File: src/rtl/core/blir_pkg.sv
// Shared types, defaults and constants for the linear interpolation resampler.
package blir_pkg;

  localparam int IN_BLOCK_DEF  = 2100;
  localparam int OUT_BLOCK_DEF = 2048;
  localparam int FRAC_BITS_DEF = 16;
  localparam int SAMPLE_W      = 16;

  typedef logic signed [SAMPLE_W-1:0] sample_t;

  typedef struct packed {
    sample_t sample_i;
    sample_t sample_q;
  } in_item_t;

  typedef struct packed {
    sample_t out_i;
    sample_t out_q;
    logic    block_end;
  } out_item_t;

  // Per-item decision from the phase tracker.
  typedef struct packed {
    logic emit;
    logic last;
  } step_t;

endpackage

File: src/rtl/core/blir_lerp.sv
// One-channel linear blend: a*(1-w) + b*w with round-half-up, w in FRAC_BITS fixed point.
module blir_lerp #(
  parameter int FRAC_BITS = blir_pkg::FRAC_BITS_DEF
) (
  input  blir_pkg::sample_t a,
  input  blir_pkg::sample_t b,
  input  logic [FRAC_BITS:0] weight,
  output blir_pkg::sample_t  y
);

  localparam int DIFF_W = blir_pkg::SAMPLE_W + 1;
  localparam int PROD_W = DIFF_W + FRAC_BITS + 1;
  localparam int ACC_W  = PROD_W + 1;

  logic signed [DIFF_W-1:0] diff;
  logic signed [PROD_W-1:0] prod;
  logic signed [ACC_W-1:0]  acc;

  // a*2^F + (b-a)*w + half, then floor shift; the result is a convex combination
  assign diff = DIFF_W'(b) - DIFF_W'(a);
  assign prod = PROD_W'(diff) * $signed({1'b0, weight});
  assign acc  = (ACC_W'(a) <<< FRAC_BITS) + ACC_W'(prod)
              + (ACC_W'(1) <<< (FRAC_BITS - 1));
  assign y    = acc[FRAC_BITS +: blir_pkg::SAMPLE_W];

endmodule

File: src/rtl/core/blir_phase.sv
// Slot and output-position tracker; keeps the interpolation weight incrementally.
module blir_phase #(
  parameter int IN_BLOCK  = blir_pkg::IN_BLOCK_DEF,
  parameter int OUT_BLOCK = blir_pkg::OUT_BLOCK_DEF,
  parameter int FRAC_BITS = blir_pkg::FRAC_BITS_DEF
) (
  input  logic                 clk,
  input  logic                 rst_n,
  input  logic                 advance,
  output blir_pkg::step_t      step,
  output logic [FRAC_BITS:0]   weight
);

  localparam int SLOT_W = $clog2(IN_BLOCK + 1);
  localparam int CNT_W  = $clog2(OUT_BLOCK + 1);
  localparam int REM_W  = $clog2(OUT_BLOCK);
  localparam int WGT_W  = FRAC_BITS + 1;
  localparam int ACC_W  = FRAC_BITS + 14;
  localparam int KQ     = IN_BLOCK / OUT_BLOCK;
  localparam int KR     = IN_BLOCK % OUT_BLOCK;
  localparam longint unsigned QA = (64'(IN_BLOCK) << FRAC_BITS) / OUT_BLOCK;
  localparam longint unsigned RA = (64'(IN_BLOCK) << FRAC_BITS) % OUT_BLOCK;
  localparam int E_INIT = OUT_BLOCK / 2;

  logic [SLOT_W-1:0] slot_r, slot_nxt;
  logic [CNT_W-1:0]  count_r, count_nxt;
  logic [SLOT_W-1:0] base_r, base_nxt;
  logic [REM_W-1:0]  rem_r, rem_nxt;
  logic [REM_W-1:0]  err_r, err_nxt;
  logic [WGT_W-1:0]  weight_r, weight_nxt;

  logic [REM_W:0]    rsum, rdiff, esum, ediff;
  logic              rc, ec, wrap;
  logic [ACC_W-1:0]  wsum, kterm, wdiff;

  // weight = round(rem * 2^F / OUT_BLOCK) kept as quotient weight_r and remainder err_r
  assign rsum  = {1'b0, rem_r} + (REM_W+1)'(KR);
  assign rc    = rsum >= (REM_W+1)'(OUT_BLOCK);
  assign rdiff = rsum - (REM_W+1)'(OUT_BLOCK);
  assign esum  = {1'b0, err_r} + (REM_W+1)'(RA);
  assign ec    = esum >= (REM_W+1)'(OUT_BLOCK);
  assign ediff = esum - (REM_W+1)'(OUT_BLOCK);
  assign wsum  = ACC_W'(weight_r) + ACC_W'(QA) + ACC_W'(ec);
  assign kterm = ACC_W'(KQ) + ACC_W'(rc);
  assign wdiff = wsum - (kterm << FRAC_BITS);

  assign step.emit = (count_r < CNT_W'(OUT_BLOCK))
                  && ({1'b0, slot_r} == ({1'b0, base_r} + (SLOT_W+1)'(1)));
  assign step.last = count_r == CNT_W'(OUT_BLOCK - 1);
  assign wrap      = slot_r >= SLOT_W'(IN_BLOCK);
  assign weight    = weight_r;

  always_comb begin
    slot_nxt   = slot_r;
    count_nxt  = count_r;
    base_nxt   = base_r;
    rem_nxt    = rem_r;
    err_nxt    = err_r;
    weight_nxt = weight_r;
    if (advance) begin
      if (step.emit) begin
        count_nxt  = count_r + CNT_W'(1);
        base_nxt   = base_r + SLOT_W'(KQ) + SLOT_W'(rc);
        rem_nxt    = rc ? rdiff[REM_W-1:0] : rsum[REM_W-1:0];
        err_nxt    = ec ? ediff[REM_W-1:0] : esum[REM_W-1:0];
        weight_nxt = wdiff[WGT_W-1:0];
      end
      if (wrap) begin
        slot_nxt   = SLOT_W'(1);
        count_nxt  = '0;
        base_nxt   = '0;
        rem_nxt    = '0;
        err_nxt    = REM_W'(E_INIT);
        weight_nxt = '0;
      end else begin
        slot_nxt = slot_r + SLOT_W'(1);
      end
    end
  end

  always_ff @(posedge clk) begin
    if (!rst_n) begin
      slot_r   <= '0;
      count_r  <= '0;
      base_r   <= '0;
      rem_r    <= '0;
      err_r    <= REM_W'(E_INIT);
      weight_r <= '0;
    end else begin
      slot_r   <= slot_nxt;
      count_r  <= count_nxt;
      base_r   <= base_nxt;
      rem_r    <= rem_nxt;
      err_r    <= err_nxt;
      weight_r <= weight_nxt;
    end
  end

`ifndef SYNTHESIS
  a_weight_range: assert property (@(posedge clk) disable iff (!rst_n)
    weight_r <= (WGT_W'(1) << FRAC_BITS))
    else $error("interpolation weight above one");
  a_err_range: assert property (@(posedge clk) disable iff (!rst_n)
    ({1'b0, err_r} < (REM_W+1)'(OUT_BLOCK)) && ({1'b0, rem_r} < (REM_W+1)'(OUT_BLOCK)))
    else $error("phase remainder out of range");
  a_count_range: assert property (@(posedge clk) disable iff (!rst_n)
    count_r <= CNT_W'(OUT_BLOCK))
    else $error("output count beyond block");
  a_last_clears: assert property (@(posedge clk) disable iff (!rst_n)
    (advance && wrap) |=> (count_r == '0) && (slot_r == SLOT_W'(1)))
    else $error("block wrap did not restart the tracker");
`endif

endmodule

File: src/rtl/core/block_linear_interp_resampler_core.sv
// Top level of the linear interpolation resampler: handshake, item stage and result register.
// A completing item passes through the item stage and then the result register.
// Up to one result per item; one item and one result per cycle unless out_ready stalls.
// The weight is tracked incrementally, so the path is one multiply-add per channel.
// Reset (rst_n low, synchronous) clears the slot and phase tracker, both valid flags and
// the previous-sample register; the block takes items in the first cycle after reset.
module block_linear_interp_resampler_core #(
  parameter int IN_BLOCK  = blir_pkg::IN_BLOCK_DEF,
  parameter int OUT_BLOCK = blir_pkg::OUT_BLOCK_DEF,
  parameter int FRAC_BITS = blir_pkg::FRAC_BITS_DEF
) (
  input  logic                clk,
  input  logic                rst_n,
  input  logic                in_valid,
  output logic                in_ready,
  input  blir_pkg::in_item_t  in_data,
  output logic                out_valid,
  input  logic                out_ready,
  output blir_pkg::out_item_t out_data
);

  blir_pkg::step_t    step;
  logic [FRAC_BITS:0] weight;
  logic               in_acc, out_free, s1_go;

  // previous sample: slot b when the current item fills slot b+1
  blir_pkg::in_item_t prev_r;

  // item stage: holds only items that produce a result
  logic               s1_valid_r, s1_valid_nxt;
  blir_pkg::in_item_t s1_a_r, s1_b_r;
  logic [FRAC_BITS:0] s1_w_r;
  logic               s1_last_r;

  // result register
  logic                out_valid_r, out_valid_nxt;
  blir_pkg::out_item_t out_data_r;
  blir_pkg::sample_t   blend_i, blend_q;

  // The result register frees when empty or being taken; the item stage drains into it.
  assign out_free = !out_valid_r || out_ready;
  assign s1_go    = s1_valid_r && out_free;
  assign in_ready = !s1_valid_r || out_free;
  assign in_acc   = in_valid && in_ready;

  blir_phase #(
    .IN_BLOCK  (IN_BLOCK),
    .OUT_BLOCK (OUT_BLOCK),
    .FRAC_BITS (FRAC_BITS)
  ) u_phase (
    .clk     (clk),
    .rst_n   (rst_n),
    .advance (in_acc),
    .step    (step),
    .weight  (weight)
  );

  blir_lerp #(.FRAC_BITS(FRAC_BITS)) u_lerp_i (
    .a      (s1_a_r.sample_i),
    .b      (s1_b_r.sample_i),
    .weight (s1_w_r),
    .y      (blend_i)
  );

  blir_lerp #(.FRAC_BITS(FRAC_BITS)) u_lerp_q (
    .a      (s1_a_r.sample_q),
    .b      (s1_b_r.sample_q),
    .weight (s1_w_r),
    .y      (blend_q)
  );

  // Drop items that complete no output; hold a waiting one until the result register frees.
  always_comb begin
    s1_valid_nxt = s1_valid_r;
    if (in_acc) begin
      s1_valid_nxt = step.emit;
    end else if (s1_go) begin
      s1_valid_nxt = 1'b0;
    end
  end

  always_comb begin
    out_valid_nxt = out_valid_r;
    if (s1_go) begin
      out_valid_nxt = 1'b1;
    end else if (out_ready) begin
      out_valid_nxt = 1'b0;
    end
  end

  always_ff @(posedge clk) begin
    if (!rst_n) begin
      s1_valid_r  <= 1'b0;
      out_valid_r <= 1'b0;
      prev_r      <= '0;
    end else begin
      s1_valid_r  <= s1_valid_nxt;
      out_valid_r <= out_valid_nxt;
      if (in_acc) begin
        prev_r <= in_data;
      end
    end
  end

  // Payload registers: capture on accept / advance only.
  always_ff @(posedge clk) begin
    if (in_acc) begin
      s1_a_r    <= prev_r;
      s1_b_r    <= in_data;
      s1_w_r    <= weight;
      s1_last_r <= step.last;
    end
    if (s1_go) begin
      out_data_r.out_i     <= blend_i;
      out_data_r.out_q     <= blend_q;
      out_data_r.block_end <= s1_last_r;
    end
  end

  assign out_valid = out_valid_r;
  assign out_data  = out_data_r;

endmodule

File: config.mk
export PLATFORM = sky130hd
export DESIGN_NAME = block_linear_interp_resampler_core
export DESIGN_NICKNAME = d
export VERILOG_FILES = /design/src/rtl/core/blir_pkg.sv /design/src/rtl/core/blir_lerp.sv /design/src/rtl/core/blir_phase.sv /design/src/rtl/core/block_linear_interp_resampler_core.sv
export SDC_FILE = /design/constraint.sdc
export NUM_CORES = 2
export LEC_CHECK = 0
export BUFFER_PORTS_ARGS = -buffer_cell sky130_fd_sc_hd__buf_2
export CAP_MARGIN = 40
export CORE_MARGIN = 2
export CORE_UTILIZATION = 53
export CTS_CLUSTER_SIZE = 28
export DETAILED_ROUTE_END_ITERATION = 7
export PLACE_DENSITY = 0.72
export SETUP_SLACK_MARGIN = 0.05
export SLEW_MARGIN = 25
export SYNTH_ARGS = -nofsm -noshare
export SYNTH_HDL_FRONTEND = slang
export SYNTH_SLANG_ARGS = --single-unit
File: constraint.sdc
create_clock -name clk -period 8.7 [get_ports clk]
set_input_delay 1.305 -clock clk [delete_from_list [all_inputs] [get_ports clk]]
set_output_delay 1.305 -clock clk [all_outputs]
set_load 0.02 [all_outputs]
# After elaboration in Yosys (flattened, before gate mapping)
# Index checks and enable logic that the tools add are counted.
dict set report classes {
  n_addsub 18
  n_lt_le_gt_ge 4
  shifts 0
  mul 2
  mux 17
  div_mod_pow 0
  bitwise_logic 0
  reduce_logical 13
  n_eq_ne 2
}
# cell count
set ops {}
lappend ops {{2-to-1 mux 11 bit} 6}
lappend ops {{adder 32 x 17 -> 32 bit (second input constant)} 2}
lappend ops {{adder 32 bit} 2}
lappend ops {{multiplier 17 x 18 -> 32 bit} 2}
lappend ops {{2-to-1 mux 12 bit} 5}
lappend ops {{adder 12 x 1 -> 12 bit (second input constant)} 3}
lappend ops {{2-to-1 mux 17 bit} 2}
lappend ops {{subtractor 16 x 16 -> 17 bit} 2}
lappend ops {{greater-or-equal comparator 12 bit (second input constant)} 2}
lappend ops {{subtractor 11 x 1 -> 11 bit (second input constant)} 2}
lappend ops {{adder 17 x 1 -> 17 bit} 1}
lappend ops {{adder 17 bit (second input constant)} 1}
lappend ops {{subtractor 17 bit} 1}
lappend ops {{adder 12 x 1 -> 13 bit (second input constant)} 1}
lappend ops {{== test 12 x 13 -> 1 bit} 1}
lappend ops {{adder 11 x 6 -> 12 bit (second input constant)} 1}
lappend ops {{adder 12 x 1 -> 12 bit} 1}
lappend ops {{== test 12 x 11 -> 1 bit (second input constant)} 1}
lappend ops {{greater-or-equal comparator 11 x 12 -> 1 bit (second input constant)} 1}
lappend ops {{< comparator 12 bit (second input constant)} 1}
lappend ops {{nonzero test 2 bit} 4}
lappend ops {{2-to-1 mux 1 bit} 4}
lappend ops {{logical AND 1 bit} 3}
lappend ops {{AND reduction 3 bit} 1}
lappend ops {{4 further kinds} 6}
dict set report totals {
  in_bits 36
  out_inout_bits 35
  n_memories 0
  ram_bits 0
  latchBits 0
  word_cells 75
  register_bits 224
  romBits 0
}

# Longest topological paths before layout
dict set report depth {
  depth_word 6
  mapped_depth 34
  ltp_nobuf 33
}

# By module
# A second synthesis with hierarchy kept.
dict set report hier_totals {
  cells_unflattened 3163
  hier_area_um2 29917.4
}
# module cells_each n_inst area_each_um2
set by_module_without_submodules {}
lappend by_module_without_submodules {{blir_lerp (u_lerp_q)} 1214 1 10586.4}
lappend by_module_without_submodules {{blir_lerp (u_lerp_i)} 1180 1 10348.7}
lappend by_module_without_submodules {block_linear_interp_resampler_core 263 1 4854.7}
lappend by_module_without_submodules {blir_phase 506 1 4127.7}

# Worst setup path before layout
# OpenSTA, ideal clock, no wires.
dict set report synth_path {
  kind {register -> register}
  from {register s1_a_r[18] in the netlist's numbering}
  to {register out_data_r, in the netlist out_data[32] (data pin)}
  slack_ns 0.619
  synth_period_minus_slack_ns 8.081
  path_stages_with_launch 31
  setup_ns 0.268
  t_arrival_ns 7.813
  cell_sequence {edfxtp_1 -> inv_1 -> ha_1 -> nor2b_1 -> o31a_1 -> or4_1 -> a41o_1 -> a311oi_2 -> o21bai_2 -> xor2_1 -> clkbuf_1 -> nand2_1 -> fa_1 -> inv_1 -> fa_1 -> fa_1 -> fa_1 -> fa_1 -> inv_1 -> fa_1 -> inv_1 -> ha_1 -> a21oi_1 -> o21ai_0 -> o21bai_1 -> o21a_1 -> a31oi_1 -> o31ai_1 -> a21o_1 -> a21oi_1 -> xnor3_1}
}
dict set report synth_between {
  elab_chain_len 4
}
# item line
set synth_rtl {}
lappend synth_rtl {{start: declaration} block_linear_interp_resampler_core.sv:31} ;# blir_pkg::in_item_t s1_a_r, s1_b_r;
lappend synth_rtl {{start signal: assignment} block_linear_interp_resampler_core.sv:108} ;# s1_a_r <= prev_r;
lappend synth_rtl {{subtractor 16 x 16 -> 17 bit} blir_lerp.sv:20} ;# assign diff = DIFF_W'(b) - DIFF_W'(a);
lappend synth_rtl {{multiplier 17 x 18 -> 32 bit} blir_lerp.sv:21} ;# assign prod = PROD_W'(diff) * $signed({1'b0, weight});
lappend synth_rtl {{adder 32 bit (*)} blir_lerp.sv:22} ;# assign acc = (ACC_W'(a) <<< FRAC_BITS) + ACC_W'(prod)
lappend synth_rtl {{adder 32 x 17 -> 32 bit (*)} blir_lerp.sv:23} ;# + (ACC_W'(1) <<< (FRAC_BITS - 1));
lappend synth_rtl {{named net blend_i[15]} block_linear_interp_resampler_core.sv:38} ;# blir_pkg::sample_t blend_i, blend_q;
lappend synth_rtl {{end: declaration} block_linear_interp_resampler_core.sv:37} ;# blir_pkg::out_item_t out_data_r;
# Mark *: on every way through the listed nets, which the timed path passes. The rest lies on a longest branch.
# A chain may end at the register's enable or synchronous reset.

# Final worst setup path
dict set report layout_path {
  from {register s1_b_r[16] in the netlist's numbering}
  to {register out_data_r, in the netlist out_data[32] (data pin)}
}
dict set report layout_between {
  elab_chain_len 4
}
# item line
set layout_rtl {}
lappend layout_rtl {{start: declaration} block_linear_interp_resampler_core.sv:31}
lappend layout_rtl {{start signal: assignment} block_linear_interp_resampler_core.sv:109} ;# s1_b_r <= in_data;
lappend layout_rtl {{subtractor 16 x 16 -> 17 bit} blir_lerp.sv:20}
lappend layout_rtl {{multiplier 17 x 18 -> 32 bit} blir_lerp.sv:21}
lappend layout_rtl {{adder 32 bit} blir_lerp.sv:22}
lappend layout_rtl {{adder 32 x 17 -> 32 bit} blir_lerp.sv:23}
lappend layout_rtl {{named net blend_i[15]} block_linear_interp_resampler_core.sv:38}
# The timed path passes the listed nets, and every way through them passes these cells.

==> impl_metrics.json <==
{
  "rr_worst_depth": 31,
  "tritoncts": "done",
  "gp_congestion": 0.876,
  "critical_path_class": "reg2reg",
  "relSlewSlack_pct": 40.5,
  "ios": 71,
  "yosys.area_share.simple_pct": 14.6,
  "grt_pass1_vias": 22116,
  "dr.pass1.iters": 5,
  "async_reset_ff_share_pct": 0,
  "cp_max_fo": 7,
  "yosys.area.top_type": "fa_1",
  "start_kind": "flip-flop",
  "hold_path_startpoint": "s1_last_r",
  "clkTransAtPathRegs_ns": 0.06,
  "antenna_found_initial": 0,
  "antenna_left": 0,
  "drt_iter0_markers": 1184,
  "synth_edf_count": 113,
  "timing.rr.start": "s1_b_r[16]",
  "syn_inst": 3014,
  "placementRows": 84,
  "route.detailed.drc": 0,
  "fin_ws_ns": 0.369,
  "nets": 3923,
  "dp_hpwl_mm": 50.8,
  "fp.dieArea_um2": 55500,
  "fin_setup_tns_ns": 0,
  "synth.distinct_cells": 64,
  "synth_area_leaders": "fa_1, ha_1, edfxtp_1",
  "wl_met1_mm": 26.6,
  "arrival_ns": 8.61,
  "cts.sinks": 207,
  "yosysWarnings": 0,
  "fin_crit_sh_pct": 95.8,
  "synthFlopType": "edfxtp_1",
  "core_um2": 52800,
  "initial_core_util_pct": 53.8,
  "dr_wl_met2_mm": 31.9,
  "hold_slack_ns": 0.425,
  "routed.top_layer": "met4",
  "route.met3.wl_mm": 3.47,
  "clk_path_buf_depth": 3,
  "cts_hold_buffers": 0,
  "htreeDepth": 1,
  "antennaDiodeCount": 0,
  "cts_root_buffer": "clkbuf_16",
  "vias": 20014,
  "max_freq_mhz": 120,
  "synth_top_cell_area_share_pct": 33.1,
  "hold_viol": 0,
  "syn2layout_area_growth_pct": 8.56,
  "finClkSkew_ns": 0.0167,
  "rsz0062_at_grt": "false",
  "hold_path.class": "reg2reg",
  "syn_avg_cell_area_um2": 9.43,
  "drive_above_1_share_pct": 6.99,
  "synth-compound-area-share_pct": 5.80,
  "status": "finished, final reports clean",
  "holdPathEnd": "out_data[0]",
  "cap_viol_max_count": 0,
  "drv_slew": 0,
  "cp_common_cell": "fa_1",
  "clk_latency_ns": 0.54,
  "r2r_setup_slack_ns": 0.37,
  "cp-end-kind": "flip-flop",
  "place_ws_ns": 0.0129,
  "routedWlPerCell_um": 16.6,
  "grt_pass1_wl_mm": 109,
  "synth_seq_area_share_pct": 18.6,
  "cpMaxStageDelayCell": "fa_1",
  "tightest_slew_ns": 0.893,
  "yosys-top-cells-count": "inv_1, fa_1, nand2_1",
  "grt_usage_pct": 24.0,
  "synth-adder-area-share_pct": 46.3,
  "synth_xor_area_share_pct": 3.77,
  "syn_area_um2": 28400,
  "whs_path_depth": 0,
  "rr_endpoint": "out_data[32]",
  "setup_viol": 0,
  "grt_max_degree": 70,
  "wirelength_mm": 63.5,
  "port_buffers": 70,
  "critPathLaunch": "s1_b_r[16]",
  "die_h_um": 236,
  "synth.most_common_cell": "inv_1",
  "routed_via_density": 5.24,
  "die_x_um": 236,
  "period_minus_slack_ns": 8.33,
  "muxShareOfSynthArea_pct": 0.106,
  "synth_top_family_by_area": "adder cells",
  "cp.required_ns": 8.98,
  "grt_remaining_overflow": 0,
  "cts_buffers": 23,
  "crit_path_max_incr_delay_ns": 0.57,
  "ys_ff_latch": 207
}
## critical path: cells and delay by family (launching register included)
family,cells,cell delay (ns)
compound gates,10,1.93
xor+xnor,2,0.68
fa+ha+maj,9,3.71
buf+inv,6,0.69
flops,1,0.36
simple gates,4,0.67
## worst max path at each step
stage / cells after the start / end
2_1_floorplan: 30 / out_data[32]
3_3_place_gp: 28 / out_data[16]
3_5_place_dp: 28 / out_data[16]
4_1_cts: 33 / out_data[32]
5_1_grt: 32 / out_data[32]
6_report: 31 / out_data[32]
## layout by cell type (no fill, tap or decap), types with 18 or more instances in the layout
cell	Yosys	routed
a21boi_0	38	38
a21o_1	19	19
a21oi_1	48	47
and2_1	157	157
buf_2	9	73
buf_4	0	63
clkbuf_16	0	23
conb_1	2	50
dfxtp_1	94	94
edfxtp_1	113	113
fa_1	470	469
ha_1	299	296
inv_1	707	705
nand2_1	371	371
nand3_1	18	18
nand4_1	20	20
nor2_1	118	117
nor2b_1	83	82
nor3_1	18	18
o21a_1	26	26
o21ai_0	33	31
xnor2_1	68	64
xor2_1	50	50
## area by class of cell
| class | instances | area, um2 |
|---|---|---|
| Inverter | 707 | 2660 |
| Clock inverter | 17 | 179 |
| Clock buffer | 24 | 579 |
| Timing Repair Buffer | 142 | 917 |
| Tap cell | 688 | 861 |
| Sequential cell | 207 | 5280 |
| Multi-Input combinational cell | 2037 | 20400 |
| Fill cell | 4554 | 21900 |
## logic make-up after synthesis
family                   after synthesis
buffers and inverters                818
flip-flops                           207
other                                  2
XOR/XNOR                             120
AO/OA/AOI/OAI                        239
AND/OR/NAND/NOR                      856
multiplexers                           3
adder cells (fa/ha/maj)              769
## layer usage
| metal | global-route usage, % | vias up |
|---|---|---|
| li1 | - | 9314 |
| met1 | 31.5 | 10076 |
| met2 | 42.2 | 533 |
| met3 | 2.73 | 91 |
| met4 | 6.47 | 0 |
| met5 | 0 | - |
## registers in the layout, summed over array words and instances, names as in the netlist
signal / count
out_data: 33
out_valid: 1
prev_r: 32
s1_a_r: 32
s1_b_r: 32
s1_last_r: 1
s1_valid_r: 1
s1_w_r: 15
u_phase.base_r: 12
u_phase.count_r: 12
u_phase.rem_r: 9
u_phase.slot_r: 12
u_phase.weight: 15
## stage by stage
step           util (%)  instances  cell area, um2
2_1_floorplan         -       3062           28600
3_3_place_gp       56.6       3769           29800
3_5_place_dp       56.7       3777           29900
4_1_cts            58.2       3818           30700
5_1_grt            58.5       3822           30800
6_report           58.5       3822           30800
## timing repair
action,in CTS,in global routing
resized for setup,1,15
pin swaps,0,7
buffers inserted,0,2
endpoints found under the setup margin,2,8
Power is not shown: default switching activity piles up to over one toggle a cycle in this logic, so the estimate is an artifact.
